[src/sv/cursor_autohide_controller_defines.svh]
// Assertion macros used by the cursor auto-hide controller back end.
`ifndef CURSOR_AUTOHIDE_CONTROLLER_DEFINES_SVH
`define CURSOR_AUTOHIDE_CONTROLLER_DEFINES_SVH
`ifndef SYNTHESIS
`define CAC_ASSERT(name, clk, rst_n, prop, msg) \
  name: assert property (@(posedge clk) disable iff (!rst_n) (prop)) else $error(msg);
`define CAC_ASSERT_NEXT(name, clk, rst_n, ante, cons, msg) \
  name: assert property (@(posedge clk) disable iff (!rst_n) (ante) |=> (cons)) \
    else $error(msg);
`else
`define CAC_ASSERT(name, clk, rst_n, prop, msg)
`define CAC_ASSERT_NEXT(name, clk, rst_n, ante, cons, msg)
`endif
`endif

[src/sv/cac_pkg.sv]
// Types and constants shared by the cursor auto-hide controller modules.
`default_nettype none
package cac_pkg;

  // Item action codes.
  localparam logic [1:0] ACT_SAMPLE = 2'd0;
  localparam logic [1:0] ACT_TICK   = 2'd1;
  localparam logic [1:0] ACT_FOCUS  = 2'd2;

  // Visibility phase codes.
  localparam logic [1:0] PH_VISIBLE      = 2'd0;
  localparam logic [1:0] PH_PEND_HIDDEN  = 2'd1;
  localparam logic [1:0] PH_HIDDEN       = 2'd2;
  localparam logic [1:0] PH_PEND_VISIBLE = 2'd3;

  // Configuration register indexes.
  localparam logic [2:0] REG_MONITOR_LEFT    = 3'd0;
  localparam logic [2:0] REG_MONITOR_TOP     = 3'd1;
  localparam logic [2:0] REG_MONITOR_WIDTH   = 3'd2;
  localparam logic [2:0] REG_MONITOR_HEIGHT  = 3'd3;
  localparam logic [2:0] REG_SHOW_ZONE_LIMIT = 3'd4;
  localparam logic [2:0] REG_HIDE_ZONE_LIMIT = 3'd5;
  localparam logic [2:0] REG_SHOW_DELAY_MS   = 3'd6;
  localparam logic [2:0] REG_HIDE_DELAY_MS   = 3'd7;

  localparam logic [15:0] MIN_DELAY_MS = 16'd10;

  // What the front end found an item to be.
  typedef enum logic [2:0] {
    CLS_NONE,   // sample outside the monitor, or an unused action code
    CLS_SHOW,   // sample in the top zone
    CLS_HIDE,   // sample below the hide limit
    CLS_MID,    // sample between the two zones
    CLS_TICK,
    CLS_FOCUS
  } cls_e;

  typedef struct packed {
    logic signed [15:0] monitor_left;
    logic signed [15:0] monitor_top;
    logic [14:0]        monitor_width;
    logic [14:0]        monitor_height;
    logic [14:0]        show_zone_limit;
    logic [14:0]        hide_zone_limit;
    logic [15:0]        show_delay_ms;
    logic [15:0]        hide_delay_ms;
  } cfg_t;

  typedef struct packed {
    logic valid;
    cls_e cls;
  } q_out_t;

endpackage
`default_nettype wire

[src/sv/cac_front.sv]
// Front end: classifies each incoming item against the monitor rectangle and zones.
`default_nettype none
module cac_front (
  input  wire logic               [1:0]  action_i,
  input  wire logic signed        [15:0] cursor_x_i,
  input  wire logic signed        [15:0] cursor_y_i,
  input  wire cac_pkg::cfg_t             cfg_i,
  output cac_pkg::cls_e                  cls_o
);

  logic signed [16:0] x_ext, y_ext, left_ext, top_ext, right_ext, bottom_ext;
  logic signed [16:0] rel_y, show_ext, hide_ext;
  logic               in_rect;

  // 17-bit signed arithmetic keeps the right and bottom edges from wrapping.
  assign x_ext      = {cursor_x_i[15], cursor_x_i};
  assign y_ext      = {cursor_y_i[15], cursor_y_i};
  assign left_ext   = {cfg_i.monitor_left[15], cfg_i.monitor_left};
  assign top_ext    = {cfg_i.monitor_top[15], cfg_i.monitor_top};
  assign right_ext  = left_ext + $signed({2'b00, cfg_i.monitor_width});
  assign bottom_ext = top_ext + $signed({2'b00, cfg_i.monitor_height});
  assign rel_y      = y_ext - top_ext;
  assign show_ext   = {2'b00, cfg_i.show_zone_limit};
  assign hide_ext   = {2'b00, cfg_i.hide_zone_limit};

  assign in_rect = (x_ext >= left_ext) && (x_ext < right_ext) &&
                   (y_ext >= top_ext) && (y_ext < bottom_ext);

  always_comb begin
    case (action_i)
      cac_pkg::ACT_SAMPLE: begin
        if (!in_rect) begin
          cls_o = cac_pkg::CLS_NONE;
        end else if (rel_y <= show_ext) begin
          cls_o = cac_pkg::CLS_SHOW;
        end else if (rel_y > hide_ext) begin
          cls_o = cac_pkg::CLS_HIDE;
        end else begin
          cls_o = cac_pkg::CLS_MID;
        end
      end
      cac_pkg::ACT_TICK:  cls_o = cac_pkg::CLS_TICK;
      cac_pkg::ACT_FOCUS: cls_o = cac_pkg::CLS_FOCUS;
      default:            cls_o = cac_pkg::CLS_NONE;
    endcase
  end

endmodule
`default_nettype wire

[src/sv/cac_queue.sv]
// Short queue of classified items between the front end and the back end.
`default_nettype none
module cac_queue #(
  parameter int unsigned Depth = 2
) (
  input  wire logic              clk_i,
  input  wire logic              rst_ni,
  input  wire logic              push_i,
  input  wire cac_pkg::cls_e     cls_i,
  output logic                   full_o,
  input  wire logic              pop_i,
  output cac_pkg::q_out_t        q_o
);

  localparam int unsigned PtrW = $clog2(Depth);
  localparam int unsigned CntW = $clog2(Depth + 1);

  cac_pkg::cls_e entries_q [Depth];
  logic [PtrW-1:0] wr_ptr_q, wr_ptr_d, rd_ptr_q, rd_ptr_d;
  logic [CntW-1:0] count_q, count_d;

  assign full_o   = (count_q == CntW'(Depth));
  assign q_o.valid = (count_q != '0);
  assign q_o.cls   = entries_q[rd_ptr_q];

  always_comb begin
    wr_ptr_d = wr_ptr_q;
    rd_ptr_d = rd_ptr_q;
    count_d  = count_q;
    if (push_i) begin
      wr_ptr_d = (wr_ptr_q == PtrW'(Depth - 1)) ? '0 : wr_ptr_q + 1'b1;
    end
    if (pop_i) begin
      rd_ptr_d = (rd_ptr_q == PtrW'(Depth - 1)) ? '0 : rd_ptr_q + 1'b1;
    end
    if (push_i && !pop_i) begin
      count_d = count_q + 1'b1;
    end else if (pop_i && !push_i) begin
      count_d = count_q - 1'b1;
    end
  end

  always_ff @(posedge clk_i or negedge rst_ni) begin
    if (!rst_ni) begin
      wr_ptr_q <= '0;
      rd_ptr_q <= '0;
      count_q  <= '0;
    end else begin
      wr_ptr_q <= wr_ptr_d;
      rd_ptr_q <= rd_ptr_d;
      count_q  <= count_d;
    end
  end

  always_ff @(posedge clk_i) begin
    if (push_i) begin
      entries_q[wr_ptr_q] <= cls_i;
    end
  end

endmodule
`default_nettype wire

[src/sv/cac_back.sv]
// Back end: visibility state machine, elapsed-time counter and result register.
`default_nettype none
`include "cursor_autohide_controller_defines.svh"
module cac_back (
  input  wire logic              clk_i,
  input  wire logic              rst_ni,
  input  wire cac_pkg::q_out_t   q_i,
  output logic                   pop_o,
  input  wire cac_pkg::cfg_t     cfg_i,
  input  wire logic              out_ready_i,
  output logic                   out_valid_o,
  output logic                   bar_shown_o,
  output logic [1:0]             vis_state_o,
  output logic                   update_pulse_o
);

  logic [1:0]  ph_q, ph_d, ph_mid;
  logic        armed_q, armed_d;
  logic [15:0] el_q, el_d, el_mid;
  logic [15:0] show_eff, hide_eff;
  logic        pulse_d;
  logic        out_valid_q, out_valid_d;
  logic        bar_shown_q, pulse_q;
  logic [1:0]  vis_state_q;
  logic        is_sample;

  assign show_eff = (cfg_i.show_delay_ms < cac_pkg::MIN_DELAY_MS) ?
                    cac_pkg::MIN_DELAY_MS : cfg_i.show_delay_ms;
  assign hide_eff = (cfg_i.hide_delay_ms < cac_pkg::MIN_DELAY_MS) ?
                    cac_pkg::MIN_DELAY_MS : cfg_i.hide_delay_ms;

  // The result register frees up whenever it is empty or being taken.
  assign pop_o = q_i.valid && (!out_valid_q || out_ready_i);

  assign is_sample = (q_i.cls == cac_pkg::CLS_SHOW) || (q_i.cls == cac_pkg::CLS_HIDE) ||
                     (q_i.cls == cac_pkg::CLS_MID);

  always_comb begin
    ph_mid  = ph_q;
    el_mid  = el_q;
    armed_d = armed_q;
    case (q_i.cls)
      cac_pkg::CLS_SHOW: begin
        // Only the second top-zone sample in a row starts a pending show.
        if (armed_q && (ph_q == cac_pkg::PH_HIDDEN || ph_q == cac_pkg::PH_PEND_HIDDEN)) begin
          ph_mid = cac_pkg::PH_PEND_VISIBLE;
          el_mid = '0;
        end
        armed_d = 1'b1;
      end
      cac_pkg::CLS_HIDE: begin
        if (ph_q == cac_pkg::PH_VISIBLE || ph_q == cac_pkg::PH_PEND_VISIBLE) begin
          ph_mid = cac_pkg::PH_PEND_HIDDEN;
          el_mid = '0;
        end
        armed_d = 1'b0;
      end
      cac_pkg::CLS_MID: armed_d = 1'b0;
      default: ;
    endcase
  end

  always_comb begin
    ph_d    = ph_mid;
    el_d    = el_mid;
    pulse_d = 1'b0;
    if (is_sample) begin
      if (ph_mid == cac_pkg::PH_PEND_VISIBLE && el_mid >= show_eff) begin
        ph_d    = cac_pkg::PH_VISIBLE;
        pulse_d = 1'b1;
      end else if (ph_mid == cac_pkg::PH_PEND_HIDDEN && el_mid >= hide_eff) begin
        ph_d    = cac_pkg::PH_HIDDEN;
        pulse_d = 1'b1;
      end
    end else if (q_i.cls == cac_pkg::CLS_TICK) begin
      if (el_q != '1) begin
        el_d = el_q + 1'b1;
      end
    end else if (q_i.cls == cac_pkg::CLS_FOCUS) begin
      ph_d    = cac_pkg::PH_VISIBLE;
      pulse_d = 1'b1;
    end
  end

  always_comb begin
    out_valid_d = out_valid_q;
    if (pop_o) begin
      out_valid_d = 1'b1;
    end else if (out_ready_i) begin
      out_valid_d = 1'b0;
    end
  end

  always_ff @(posedge clk_i or negedge rst_ni) begin
    if (!rst_ni) begin
      ph_q        <= cac_pkg::PH_VISIBLE;
      armed_q     <= 1'b0;
      el_q        <= '0;
      out_valid_q <= 1'b0;
    end else begin
      out_valid_q <= out_valid_d;
      if (pop_o) begin
        ph_q    <= ph_d;
        armed_q <= armed_d;
        el_q    <= el_d;
      end
    end
  end

  always_ff @(posedge clk_i) begin
    if (pop_o) begin
      vis_state_q <= ph_d;
      bar_shown_q <= (ph_d == cac_pkg::PH_VISIBLE) || (ph_d == cac_pkg::PH_PEND_HIDDEN);
      pulse_q     <= pulse_d;
    end
  end

  assign out_valid_o    = out_valid_q;
  assign vis_state_o    = vis_state_q;
  assign bar_shown_o    = bar_shown_q;
  assign update_pulse_o = pulse_q;

  `CAC_ASSERT(a_pulse_lands_settled, clk_i, rst_ni, pop_o && pulse_d |-> (ph_d == cac_pkg::PH_VISIBLE || ph_d == cac_pkg::PH_HIDDEN), "update pulse with a pending phase")
  `CAC_ASSERT_NEXT(a_el_saturates, clk_i, rst_ni, pop_o && q_i.cls == cac_pkg::CLS_TICK && el_q == 16'hFFFF, el_q == 16'hFFFF, "elapsed counter wrapped")
  `CAC_ASSERT_NEXT(a_focus_visible, clk_i, rst_ni, pop_o && q_i.cls == cac_pkg::CLS_FOCUS, ph_q == cac_pkg::PH_VISIBLE && vis_state_o == cac_pkg::PH_VISIBLE, "focus change did not show the bar")
  `CAC_ASSERT_NEXT(a_hide_starts_pending, clk_i, rst_ni, pop_o && q_i.cls == cac_pkg::CLS_HIDE && ph_q == cac_pkg::PH_VISIBLE, ph_q == cac_pkg::PH_PEND_HIDDEN && el_q == 16'd0, "hide trigger did not start a pending hide")

endmodule
`default_nettype wire

[src/sv/cursor_autohide_controller.sv]
// Top level of the cursor auto-hide controller: configuration registers and wiring.
//
//   channel   direction  handshake                 payload
//   in        input      in_valid_i / in_ready_o   action_i, cursor_x_i, cursor_y_i
//   out       output     out_valid_o / out_ready_i bar_shown_o, vis_state_o, update_pulse_o
//   cfg       input      cfg_valid_i / cfg_ready_o cfg_index_i, cfg_data_i
//
// One item is accepted per cycle while the queue is not full; each item is written
// to a queue entry and then to the result register. The front end classifies in the
// accept cycle; the back end updates state and loads the result register when it
// pops the queue. With the output stalled, QueueDepth items wait in the queue and one
// in the result register before the input stalls.
// Reset returns the visibility phase to visible, clears the counter and loads register defaults.
`default_nettype none
module cursor_autohide_controller #(
  parameter int unsigned QueueDepth = 2
) (
  input  wire logic               clk_i,
  input  wire logic               rst_ni,
  input  wire logic               in_valid_i,
  output logic                    in_ready_o,
  input  wire logic        [1:0]  action_i,
  input  wire logic signed [15:0] cursor_x_i,
  input  wire logic signed [15:0] cursor_y_i,
  output logic                    out_valid_o,
  input  wire logic               out_ready_i,
  output logic                    bar_shown_o,
  output logic             [1:0]  vis_state_o,
  output logic                    update_pulse_o,
  input  wire logic               cfg_valid_i,
  output logic                    cfg_ready_o,
  input  wire logic        [2:0]  cfg_index_i,
  input  wire logic        [15:0] cfg_data_i
);

  cac_pkg::cfg_t   cfg_q;
  cac_pkg::cls_e   front_cls;
  cac_pkg::q_out_t q_head;
  logic            q_full, push, pop;

  assign cfg_ready_o = 1'b1;
  assign in_ready_o  = !q_full;
  assign push        = in_valid_i && in_ready_o;

  always_ff @(posedge clk_i or negedge rst_ni) begin
    if (!rst_ni) begin
      cfg_q.monitor_left    <= 16'sd0;
      cfg_q.monitor_top     <= 16'sd0;
      cfg_q.monitor_width   <= 15'd1920;
      cfg_q.monitor_height  <= 15'd1080;
      cfg_q.show_zone_limit <= 15'd1;
      cfg_q.hide_zone_limit <= 15'd50;
      cfg_q.show_delay_ms   <= 16'd0;
      cfg_q.hide_delay_ms   <= 16'd3000;
    end else if (cfg_valid_i) begin
      case (cfg_index_i)
        cac_pkg::REG_MONITOR_LEFT:    cfg_q.monitor_left    <= cfg_data_i;
        cac_pkg::REG_MONITOR_TOP:     cfg_q.monitor_top     <= cfg_data_i;
        cac_pkg::REG_MONITOR_WIDTH:   cfg_q.monitor_width   <= cfg_data_i[14:0];
        cac_pkg::REG_MONITOR_HEIGHT:  cfg_q.monitor_height  <= cfg_data_i[14:0];
        cac_pkg::REG_SHOW_ZONE_LIMIT: cfg_q.show_zone_limit <= cfg_data_i[14:0];
        cac_pkg::REG_HIDE_ZONE_LIMIT: cfg_q.hide_zone_limit <= cfg_data_i[14:0];
        cac_pkg::REG_SHOW_DELAY_MS:   cfg_q.show_delay_ms   <= cfg_data_i;
        cac_pkg::REG_HIDE_DELAY_MS:   cfg_q.hide_delay_ms   <= cfg_data_i;
        default: ;
      endcase
    end
  end

  cac_front u_front (
    .action_i   (action_i),
    .cursor_x_i (cursor_x_i),
    .cursor_y_i (cursor_y_i),
    .cfg_i      (cfg_q),
    .cls_o      (front_cls)
  );

  cac_queue #(
    .Depth (QueueDepth)
  ) u_queue (
    .clk_i  (clk_i),
    .rst_ni (rst_ni),
    .push_i (push),
    .cls_i  (front_cls),
    .full_o (q_full),
    .pop_i  (pop),
    .q_o    (q_head)
  );

  cac_back u_back (
    .clk_i          (clk_i),
    .rst_ni         (rst_ni),
    .q_i            (q_head),
    .pop_o          (pop),
    .cfg_i          (cfg_q),
    .out_ready_i    (out_ready_i),
    .out_valid_o    (out_valid_o),
    .bar_shown_o    (bar_shown_o),
    .vis_state_o    (vis_state_o),
    .update_pulse_o (update_pulse_o)
  );

endmodule
`default_nettype wire
[config.mk]
export PLATFORM = sky130hd
export DESIGN_NAME = cursor_autohide_controller
export DESIGN_NICKNAME = d
export VERILOG_FILES = /design/src/sv/cac_pkg.sv /design/src/sv/cac_front.sv /design/src/sv/cac_queue.sv /design/src/sv/cac_back.sv /design/src/sv/cursor_autohide_controller.sv
export VERILOG_INCLUDE_DIRS = /design/src /design/src/sv
export SDC_FILE = /design/constraint.sdc
export NUM_CORES = 1
export LEC_CHECK = 0
export ABC_CLOCK_PERIOD_IN_PS = 9800
export BUFFER_PORTS_ARGS = -buffer_cell sky130_fd_sc_hd__buf_2
export CORE_ASPECT_RATIO = 0.7
export CORE_MARGIN = 10
export CORE_UTILIZATION = 50
export DETAILED_ROUTE_END_ITERATION = 7
export PLACE_DENSITY = 0.67
export SLEW_MARGIN = 15
export SYNTH_ARGS = -nofsm -noshare
export SYNTH_HDL_FRONTEND = slang
export SYNTH_SLANG_ARGS = --single-unit
[constraint.sdc]
create_clock -name clk_i -period 9.8 [get_ports clk_i]
set_input_delay 2.45 -clock clk_i [delete_from_list [all_inputs] [get_ports clk_i]]
set_output_delay 2.45 -clock clk_i [all_outputs]
set_load 0.01 [all_outputs]
---- After elaboration in Yosys (flattened, before gate mapping) ----
Memories as Yosys holds them, arrays and structs flattened.
Cells that the tools add are included.
W data, S select, Z words.
storage, ports and cells
  bits in registers ....................... 152
  bits in writable memories ............... 6
  input bits .............................. 58
  output and inout bits ................... 7
  logic and storage cells ................. 131
  memories ................................ 1
memory list
  memory             depth  width  rd ports  clocked after memory_dff  write ports  RTL line         source
  u_queue.entries_q  2      3      1         0                         1            cac_queue.sv:18  cac_pkg::cls_e entries_q [Depth];
operators by class
  add/subtract/negate cells ............... 8
  magnitude comparators ................... 10
  eq/ne operators ......................... 22
  mux-type cells .......................... 34
  reductions and logical operators ........ 38
operator list
  operator                 count
  $mux W16                 7
  $ge A16 B16 Y1           4
  $add A16 B16 Y17         2
  $lt A16 B17 Y1           2
  $lt A16 B4 Y1 const B    2
  $pmux W16 S2             1
  $eq A3 B3 Y1 const B     6
  $mux W2                  9
  $reduce_and A2 Y1        9
  $gt A17 B16 Y1           1
  $le A17 B16 Y1           1
  $sub A16 B16 Y17         1
  $add A16 B1 Y16 const B  1
  $ne A16 B16 Y1 const B   1
  $eq A3 B2 Y1 const B     4
  $mux W1                  12
  $eq A2 B2 Y1 const B     5
  $logic_and A1 B1 Y1      10
  $pmux W3 S3              1
  $eq A2 B1 Y1 const B     4
  $reduce_bool A2 Y1       4
  $eq A3 B1 Y1 const B     2
  $logic_not A2 Y1         3
  $logic_or A1 B1 Y1       6
  9 further kinds          14

---- Longest topological paths before layout ----
Gate-level depths: netlist of run 1.
  word-level depth ........................ 12
  gate-level depth with buffers ........... 20
  gate-level depth less buffers ........... 20

---- Cells and area by module ----
Synthesis of run 1 repeated with hierarchy kept, for this count alone.
unflattened totals
  cell total of the unflattened synthesis .. 1160
  area total of the unflattened synthesis .. 11812.6 um^2
modules (own cells, without submodules)
  module                      instances  cells each  area an instance (um^2)  sequential area each (um^2)
  cursor_autohide_controller  1          275         4814.6                   3126.7
  cac_front                   1          558         4126.5                   0.0
  cac_back                    1          302         2466.1                   620.6
  cac_queue                   1          25          405.4                    280.3

---- Least setup slack after synthesis of run 1 ----
Ideal clock, no wire load.
  kind .................................... input to register
  from .................................... in cursor_y_i[0]
  to ...................................... mem u_queue.entries_q[0][0] (netlist bit), data pin
  library setup time ...................... 179 ps
  data arrival time ....................... 5773 ps
  required time ........................... 9621 ps
  slack ................................... 3849 ps
  cell stages on the path ................. 20
  buffers on the path ..................... 0
  cell sequence ........................... inv_1 > ha_1 > fa_1 > nor2b_4 > o31a_1 > o22a_2 > a21o_1 > a21o_1 > a211oi_1 > nor2_1 > xor2_1 > ha_1 > a21oi_1 > o21a_1 > a21boi_0 > a21oi_1 > o211ai_1 > or2b_1 > and3_4 > o32ai_2
on the way
  longest elaborated chain between the ends .. 6
  elaborated cells between the ends (all ways) .. 11
  classes of those cells .................. add/sub: 1; order compare: 4; mux: 4; reduce/logical: 2
RTL lines
  item                    RTL line                          source
  start, declared         cursor_autohide_controller.sv:24  input wire logic signed [15:0] cursor_y_i,
  $sub A16 B16 Y17        cac_front.sv:22                   assign rel_y = y_ext - top_ext;
  $gt A17 B16 Y1          cac_front.sv:36                   end else if (rel_y > hide_ext) begin
  $mux W1                 cac_front.sv:36
  $mux W3                 cac_front.sv:34                   end else if (rel_y <= show_ext) begin
  $mux W3 *               cac_front.sv:32                   if (!in_rect) begin
  $pmux W3 S3 *           cac_front.sv:30                   case (action_i)
  named net front_cls[0]  cursor_autohide_controller.sv:37  cac_pkg::cls_e front_cls;
  end, declared           cac_queue.sv:18
The timed path passes the listed nets; every way through them passes the cells marked *.

---- Worst setup path in the final report of run 1 ----
Ends and elaborated chain as after synthesis.

==> results.md, run 1 <==
* Final wirelength at 27190 um
* Setup Crit Path Kind: in2reg
* Cell count of the worst reg-to-reg path at 19
* Largest net degree at the start of global routing at 91
* Vias at ~8600
* Minimum clock period at about 6.1 ns
* First-pass GRT wire length at ~44000 um
* Commonest cells post-synth: ha_1 (162), dfrtp_1 (129), inv_1 (105)
* Average routed wire per standard cell at 17.98 um
* Pwr dens at 237.6 mW/mm^2
* MaxCap Viol Count at 0
* Post-synth cell types at 74
* Leading area contributor after synthesis: dfrtp_1
* Number of global-route vias before repair at approximately 8200
* DIE WIDTH at 199.0 um
* Initial antenna violation count at 1
* Cell Area, Synth at 0.01122 mm^2
* Hold path start: cfg_q[91]$_DFFE_PN0P_
* Peak VDD IR at around 130 uV
* Setup TNS at 0 ns
* Post-synthesis register bit count at around 160
* Fin. max-slew vios at 0
* Cell with the most instances after synthesis: ha_1
* Routed vias/inst at 5.708
* Nets at around 1400
* Worst EP required at 10.05 ns
* Hold_ws at roughly 0.5 ns
* Clk slew on worst S/H paths at ~0.060 ns
* Syn avg cell area at a little under 10 um^2
* RSZ-0062 raised after global routing: no
* Worst EP arrival at around 6.4 ns
* Hold EP: cfg_q[91]$_DFFE_PN0P_
* Fillcell total at 1918
* Ordered list of cells on the worst path: buf_2 -> inv_1 -> ha_1 -> fa_1 -> nor2b_4 -> o31a_1 -> o22a_2 -> a21o_1 -> a21o_1 -> a211oi_1 -> nor2_1 -> xor2_1 -> ha_1 -> a21oi_1 -> o21a_1 -> a21boi_0 -> a21oi_1 -> o211ai_1 -> or2b_1 -> and3_4 -> o32ai_2
* CP Capture Type: register
* Slew @ Worst Pin at about 1.1 ns
* H-tree depth at 4
* Starting density of the core at 51.34%
* Status: finished, final reports clean
* Die height at 145.3 um
* Total grt overflow at 0
* CP startpoint kind: primary input
* Post-CTS sizing at 0
* Slowest cell on crit path: ha_1
* Leak Pwr at just under 6 nW
* Synth area leaders: dfrtp_1 (29%), ha_1 (18%), mux2_2 (7.5%)
* Final cycle utilization of the critical path at 62.61%
* Final Hold Viols at 0
* Clock root buffer master: clkbuf_16
* FFs w/ async S/R, synth at between 90% and 100%
* Area Overhead vs Synth at 10.83%
* Crit path max fanout at 3
* IO Count at 65
* Crit-path max cell delay at 0.30 ns
* Post-synth EDFFs at 10
* Drt initial violations at between 600 and 700
* Worst skew pair latency at 0.44 ns
* Worst Hold Class: reg2reg
* Seq/Total Area, Yosys at approximately 36%
* Dpl hpwl at about 21000 um
* Detail Route Antenna Nets at 0
* Synth top area share at 28.78%
* Fmax at about 0.16 GHz
* CTS Hold Bufs at 0
* Port bufs at 63
* Clock sinks at approximately 160
* Synth Flop Type: dfrtp_1
* Die area at 0.02892 mm^2
* Final setup skew at roughly 0.0085 ns
* Reg2reg start: cfg_q[92]$_DFFE_PN0P_
* N_diodes at 0
* Worst slew margin at a little over a quarter
* Routability congestion estimate at 0.8693
* CTS buffer count at 17
* Postcts setup bufs at 0
* Max clock buf depth at 2
* YS warnings at 0
* Row count at 45
* Syn Nets at approximately 1400
* Reg2Reg Setup Slack at roughly 4.0 ns
* DRC viols at 0
* Min-Delay Path Depth at 1
* DRT Pass-1 Iters at 7
* CTS tree: yes
* Core Footprint at roughly 0.022 mm^2
* Reg2reg end: u_queue.entries_q[0][0]$_DFFE_PP_
* Final Setup Violations at 0
* Synthesized instance count at 1158
* Layout cells sized above 1 at 17.07%
* Gr usage total at 19.09%
==> placed cells by master, fill, tap and decap left out, drive strengths merged, types with 25 or more instances in the layout <==
cell type  count
mux2          83
buf           69
nor2          54
a21o          25
dfrtp        129
a21oi         59
ha           162
nor2b         28
nand2         94
inv          108
o21ai         99
==> through the flow <==
stage / setup slack (ns) / instances / total power, mW / area (um^2) / util, %
finish: 3.664 / 1512 / 2.954 / 12430 / 56.90
global route: 3.368 / 1512 / 3.193 / 12430 / 56.90
CTS: 3.739 / 1512 / 2.958 / 12430 / 56.90
detailed placement: 3.310 / 1480 / 2.263 / 11840 / 54.19
global placement: 3.433 / 1480 / 2.231 / 11840 / 54.19
floorplan: 3.849 / 1158 / 1.921 / 11220 / -
==> area by class of cell <==
cell class                      instances  area, um^2  share of cell area, %
Clock inverter                         12       136.4                  1.097
Inverter                              106       397.9                  3.201
Timing Repair Buffer                   69       366.6                  2.949
Multi-Input combinational cell        865        6693                  53.84
Clock buffer                           20       456.7                  3.674
Sequential cell                       158        4028                  32.40
Tap cell                              282       352.8                  2.838
==> report_power, final <==
part	switching (mW)	internal, mW	leakage, nW	total (mW)
Sequential	0.0998	0.825	1.88	0.925
Combinational	0.757	0.591	3.73	1.35
Clock	0.289	0.391	0.283	0.680
==> per-layer routing <==
metal  up-vias  routed length [um]  global-route usage (%)
li1       4287                   -                       -
met1      4124               14680                   30.33
met2       193               10380                   24.40
met3        25                1738                   4.452
met4         2                 373                   5.287
met5         -                  17                       0
==> critical path: cells and delay by family <==
| family | cells | cell delay [ns] |
|---|---|---|
| xor+xnor | 1 | 0.20 |
| compound gates | 11 | 2.24 |
| buf+inv | 2 | 0.18 |
| simple gates | 4 | 0.55 |
| fa+ha+maj | 3 | 0.77 |
==> cells by family after synthesis <==
group / synth area share (%)
AO/OA/AOI/OAI: 15.67
XOR/XNOR: 3.045
adder cells (fa/ha/maj): 18.61
buffers and inverters: 4.596
flip-flops: 35.91
multiplexers: 9.349
other: 0.03344
AND/OR/NAND/NOR: 12.78
==> state kept, by name, indices dropped and copies added, names as in the netlist <==
name                   cells
u_queue.count_q            2
u_queue.wr_ptr_q           1
u_queue.rd_ptr_q           1
cfg_q                    124
u_back.vis_state_o         2
u_back.ph_q                2
u_back.bar_shown_o         1
u_queue.entries_q          6
u_back.out_valid_o         1
u_back.update_pulse_o      1
u_back.armed_q             1
u_back.el_q               16
==> worst max-delay path by stage <==
| stage | endpoint | cells after the start | slack, ns | from |
|---|---|---|---|---|
| 2_1_floorplan | u_queue.entries_q[0][0]$_DFFE_PP_ | 20 | 3.85 | cursor_y_i[0] |
| 3_3_place_gp | u_queue.entries_q[0][0]$_DFFE_PP_ | 21 | 3.43 | cursor_y_i[0] |
| 3_5_place_dp | u_queue.entries_q[1][0]$_DFFE_PP_ | 21 | 3.31 | cursor_y_i[0] |
| 4_1_cts | u_queue.entries_q[1][0]$_DFFE_PP_ | 21 | 3.74 | cursor_y_i[0] |
| 5_1_grt | u_queue.entries_q[0][0]$_DFFE_PP_ | 21 | 3.37 | cursor_y_i[0] |
| 6_report | u_queue.entries_q[0][0]$_DFFE_PP_ | 21 | 3.66 | cursor_y_i[0] |
Note: power is estimated with default switching activity, not from simulation.
==> run 2: changes to the inputs <==
ABC_CLOCK_PERIOD_IN_PS = 5300   (was 9800)
PLACE_DENSITY = 0.7   (was 0.67)
clock period = 5.3 ns   (was 9.8 ns; I/O delays follow)
==> run 2 against run 1 <==
Compared with the run above:
- worst setup slack lost 3.4 ns
- core utilization grew 0.30 points
- die area is the same
- critical path type is now reg2reg
- first-iteration DRC count shrank 4.2%
- critical endpoint is now u_queue.entries_q[1][0]$_DFFE_PP_
- cell area grew 0.52%
==> results.md, run 2 (synthesis gave the netlist of run 1 again) <==
* H-tree depth at 4
* Worst slew margin at 29.96%
* Worst EP required at between 5 and 6 ns
* Sw power at roughly 2.2 mW
* Vias at approximately 8700
* Final WS setup at about 0.26 ns
* Total power at roughly 5.5 mW
* Fmax at ~0.20 GHz
* Pwr dens at 442.7 mW/mm^2
* Setup Crit Path Kind: reg2reg
* Worst Setup EP: u_queue.entries_q[1][0]$_DFFE_PP_
* Worst Hold Class: reg2reg
* Detail Route Antenna Nets at 0
* Area Overhead vs Synth at 11.41%
* DRT Pass-1 Iters at 7
* Clock sinks at ~160
* Design Area, Final at 0.01250 mm^2
* Gr usage total at between 10% and 20%
* DRC viols at 0
* Largest register by flop count: cfg_q
* Largest net degree at the start of global routing at 89
* Hold_ws at roughly 0.49 ns
* Core Util, Final at a little under three fifths
* Routability congestion estimate at roughly 0.9
* Layout cells sized above 1 at around 18%
* Port bufs at 63
* RSZ-0062 raised after global routing: no
* Worst EP arrival at about 5.3 ns
* Worst skew pair latency at roughly 0.44 ns
* Final setup skew at 0.01184 ns
* Placed Cells at between 1000 and 1500
* Gate power share at a little under half
* Slew @ Worst Pin at roughly 1.0 ns
* Minimum clock period at 5.040 ns
* Sw Share at 38.88%
* Clock root buffer master: clkbuf_16
* Routed vias/inst at 5.731
* Core Footprint at 0.02185 mm^2
* Cell count of the worst reg-to-reg path at 19
* Dpl hpwl at between 20000 and 25000 um
* Fillcell total at 1904
* Final cycle utilization of the critical path at roughly 95%
* Reg2Reg Setup Slack at approximately 0.26 ns
* Commonest cells after routing, fill and taps aside: ha_1 (162), dfrtp_1 (129), inv_1 (105)
* Drt initial violations at 644
* Status: finished, final reports clean
* Pre-CTS setup slack at -0.06777 ns
* Internal Power at approximately 3.4 mW
* Fin. max-slew vios at 0
* Leak Pwr at 5.921 nW
* CTS Hold Bufs at 0
* Total grt overflow at 0
* Final Setup Violations at 0
* Final wirelength at around 27000 um
* Top Registers: cfg_q x124, u_back.el_q x16, u_queue.entries_q x6
* Starting density of the core at between 50% and 60%
* Setup TNS at 0 ns
* Nets at around 1400
* Clk slew on worst S/H paths at 0.07 ns
* Initial antenna violation count at 0
* Final Hold Viols at 0
* Clk pwr share at a little under a quarter
* N_diodes at 0
* First-pass GRT wire length at between 40000 and 50000 um
* CP Capture Type: register
* Final cell count without fillers at ~1500
* Crit. Startpoint: cfg_q[92]$_DFFE_PN0P_
* Postcts setup bufs at 0
* Peak VDD IR at between 200 and 250 uV
* Average routed wire per standard cell at 18.04 um
* IO Count at 65
* Commonest non-fill, non-tap cell in the layout: ha_1
* DIE WIDTH at approximately 200 um
* Max clock buf depth at 2
* CTS tree: yes
* CP startpoint kind: register
* MaxCap Viol Count at 0
* Die area at 0.02892 mm^2
* Max reg flops at between 100 and 150
* Crit path max fanout at 3
* Seq pwr share at a little under a third
* CTS buffer count at 17
* Post-Place Cell Area at around 0.012 mm^2
* Post-CTS sizing at 0
* Reg2reg start: cfg_q[92]$_DFFE_PN0P_
* Row count at 45
* Number of global-route vias before repair at between 8000 and 9000
* Reg2reg end: u_queue.entries_q[1][0]$_DFFE_PP_
* Die height at 145.3 um
==> run 2: area by class of cell <==
class	instances	area, um^2	area share (%)
tap	282	352.8	2.824
multi-input combinational	865	6713	53.72
inverter	106	397.9	3.184
sequential	158	4028	32.23
timing repair buffer	74	404.1	3.234
clock buffer	20	466.7	3.735
clock inverter	12	133.9	1.071
==> run 2: how the worst min path moves through the flow <==
stage	depth (start not counted)	from	endpoint	slack, ns
finish	1	u_back.el_q[12]$_DFFE_PN0P_	u_back.el_q[12]$_DFFE_PN0P_	0.49
global route	1	cfg_q[46]$_DFFE_PN0P_	cfg_q[46]$_DFFE_PN0P_	0.52
CTS	1	u_back.el_q[12]$_DFFE_PN0P_	u_back.el_q[12]$_DFFE_PN0P_	0.50
detailed placement	1	u_back.el_q[12]$_DFFE_PN0P_	u_back.el_q[12]$_DFFE_PN0P_	0.48
global placement	1	u_queue.wr_ptr_q$_DFFE_PN0P_	u_queue.wr_ptr_q$_DFFE_PN0P_	0.48
floorplan	1	u_back.el_q[12]$_DFFE_PN0P_	u_back.el_q[12]$_DFFE_PN0P_	0.45
==> run 2: power by group through the flow <==
stage | clock [mW] | sequential, mW | combinational [mW]
after CTS | 1.27 | 1.71 | 2.52
after detailed placement | 0 | 1.73 | 2.49
after global routing | 1.34 | 1.75 | 2.91
after global placement | 0 | 1.72 | 2.43
final | 1.26 | 1.71 | 2.56
after floorplan | 0 | 1.68 | 1.88
==> run 2: worst max-delay path, cell delays in order, from the launching register on <==
cell and delay, ns:
dfrtp_1 0.40, ha_1 0.23, fa_1 0.42, a21o_1 0.19, a21oi_1 0.22, nor2b_1 0.11
o21ai_1 0.27, o21ai_1 0.19, o311a_1 0.36, o221ai_1 0.23, o311ai_1 0.15, ha_1 0.33
a21o_1 0.19, a211oi_1 0.26, mux2i_1 0.11, nor3_1 0.22, o211ai_1 0.18, a2111oi_4 0.38
nand4_1 0.16, o32ai_2 0.25
==> run 2: metal layers <==
layer	routed length, um	track usage, %
met1	14560	29.80
met2	10880	25.53
met3	1701	4.798
met4	231	3.994
met5	0	0
==> run 3: changes to the inputs <==
CORE_MARGIN = 5   (was 10)
==> run 3 against run 2 <==
Compared with the run above:
- critical path depth grew 2
- worst setup slack gained 0.036 ns
- hold slack gained 0.0025 ns
==> results.md, run 3 (synthesis gave the netlist of run 1 again) <==
* Total grt overflow at 0
* Gr usage total at 21.52%
* CTS tree: yes
* Die height at around 140 um
* Clk pwr share at approximately 24%
* Worst EP arrival at ~5.3 ns
* Post-CTS sizing at 0
* Peak VDD IR at roughly 270 uV
* Pwr dens at approximately 450 mW/mm^2
* Post-Place Cell Area at around 0.012 mm^2
* CTS Hold Bufs at 0
* Slew @ Worst Pin at 1.018 ns
* Crit path max fanout at 3
* IO Count at 65
* Average routed wire per standard cell at 17.83 um
* Postcts setup bufs at 0
* Routed vias/inst at approximately 5.8
* Final cycle utilization of the critical path at 94.42%
* Worst EP required at ~5.6 ns
* Gate power share at 45.4%
* Dpl hpwl at ~21000 um
* Starting density of the core at 51.21%
* Routability congestion estimate at 0.8736
* Placed Cells at 1485
* MaxCap Viol Count at 0
* Sw Share at between 30% and 40%
* Commonest non-fill, non-tap cell in the layout: ha_1
* Nets at 1445
* Hold_ws at ~0.5 ns
* Clock sinks at 158
* Max clock buf depth at 2
* Top Registers: cfg_q x124, u_back.el_q x16, u_queue.entries_q x6
* Clock root buffer master: clkbuf_16
* Final Hold Viols at 0
* CP Capture Type: register
* Setup Crit Path Kind: in2reg
* H-tree depth at 4
* Final WS setup at 0.2958 ns
* Area Overhead vs Synth at 11.80%
* Layout cells sized above 1 at 17.34%
* Commonest cells after routing, fill and taps aside: ha_1 (162), dfrtp_1 (129), inv_1 (105)
* Core Footprint at approximately 0.022 mm^2
* Internal Power at 3.522 mW
* N_diodes at 0
* Worst Hold Class: reg2reg
* Worst slew margin at a little under a third
* CTS buffer count at 17
* Final cell count without fillers at about 1500
* Largest net degree at the start of global routing at slightly above 100
* DRC viols at 0
* Drt initial violations at 663
* DIE WIDTH at 189.0 um
* Number of global-route vias before repair at 8465
* Row count at 45
* Seq pwr share at a little under a third
* Max reg flops at about 120
* Largest register by flop count: cfg_q
* Design Area, Final at around 0.013 mm^2
* Status: finished, final reports clean
* Fmax at ~0.20 GHz
* Die area at 0.02557 mm^2
* Sw power at about 2.1 mW
* Final Setup Violations at 0
* Worst skew pair latency at roughly 0.44 ns
* Final setup skew at roughly 0.012 ns
* Minimum clock period at between 5 and 6 ns
* Leak Pwr at around 5.9 nW
* Clk slew on worst S/H paths at approximately 0.07 ns
* Final wirelength at between 20000 and 30000 um
* Port bufs at 63
* DRT Pass-1 Iters at 5
* Detail Route Antenna Nets at 0
* Fin. max-slew vios at 0
* Vias at 8737
* First-pass GRT wire length at ~44000 um
* Pre-CTS setup slack at -0.04471 ns
* Fillcell total at between 1500 and 2000
* Total power at around 5.7 mW
* CP startpoint kind: primary input
* Initial antenna violation count at 1
run 3: per-layer routing:
layer  global-route usage, %  vias up  part of all wire (%)
met1                   34.27     4191                    53
met5                       0        -                 0.026
li1                        -     4291                     -
met2                   30.08      229                    40
met4                   4.693        2                   1.2
met3                   3.941       24                   5.7
run 3: power groups by stage:
stage	clock network (mW)	logic, mW	registers, mW
floorplan	0	1.88	1.68
global placement	0	2.42	1.72
detailed placement	0	2.49	1.73
CTS	1.40	2.53	1.71
global route	1.46	2.90	1.75
finish	1.38	2.57	1.71
run 3: area by class of cell:
class / instances / area, um^2 / share of cell area [%]
sequential: 158 / 4028 / 32.12
clock inverter: 9 / 180.2 / 1.437
tap: 282 / 352.8 / 2.814
multi-input combinational: 865 / 6701 / 53.44
inverter: 106 / 397.9 / 3.173
timing repair buffer: 74 / 404.1 / 3.223
clock buffer: 22 / 475.5 / 3.792
run 3: through the flow:
stage	util, %	setup TNS [ns]
floorplan	-	0
global placement	54.22	0
global route	57.25	-0.05873
detailed placement	54.22	-0.08941
finish	57.25	0
CTS	57.21	0
run 3: worst paths after layout:
| path | cells past startpoint | start | to | slack (ns) |
|---|---|---|---|---|
| max | 21 | cursor_y_i[0] | u_queue.entries_q[0][0]$_DFFE_PP_ | 0.30 |
| min | 1 | u_queue.wr_ptr_q$_DFFE_PN0P_ | u_queue.wr_ptr_q$_DFFE_PN0P_ | 0.50 |
| max reg2reg | 19 | cfg_q[92]$_DFFE_PN0P_ | u_queue.entries_q[0][0]$_DFFE_PP_ | 0.32 |
| min reg2reg | 1 | u_queue.wr_ptr_q$_DFFE_PN0P_ | u_queue.wr_ptr_q$_DFFE_PN0P_ | 0.50 |
| max in group asynchronous | 2 | rst_ni | cfg_q[11]$_DFFE_PN1P_ | 3.31 |
| min in group asynchronous | 1 | rst_ni | u_back.el_q[12]$_DFFE_PN0P_ | 1.00 |
run 3: worst max-delay path, cell delays in order:
cell      delay [ns]
buf_2           0.10
inv_1           0.05
ha_1            0.17
fa_1            0.27
nor2b_4         0.06
o31a_1          0.27
o22a_2          0.24
a21o_1          0.18
a21o_1          0.20
a211oi_1        0.24
nor2_1          0.08
xor2_1          0.24
ha_1            0.31
a21oi_1         0.15
o21a_1          0.16
a21boi_0        0.21
a21oi_1         0.14
o211ai_1        0.14
or2b_1          0.25
and3_4          0.18
o32ai_2         0.27
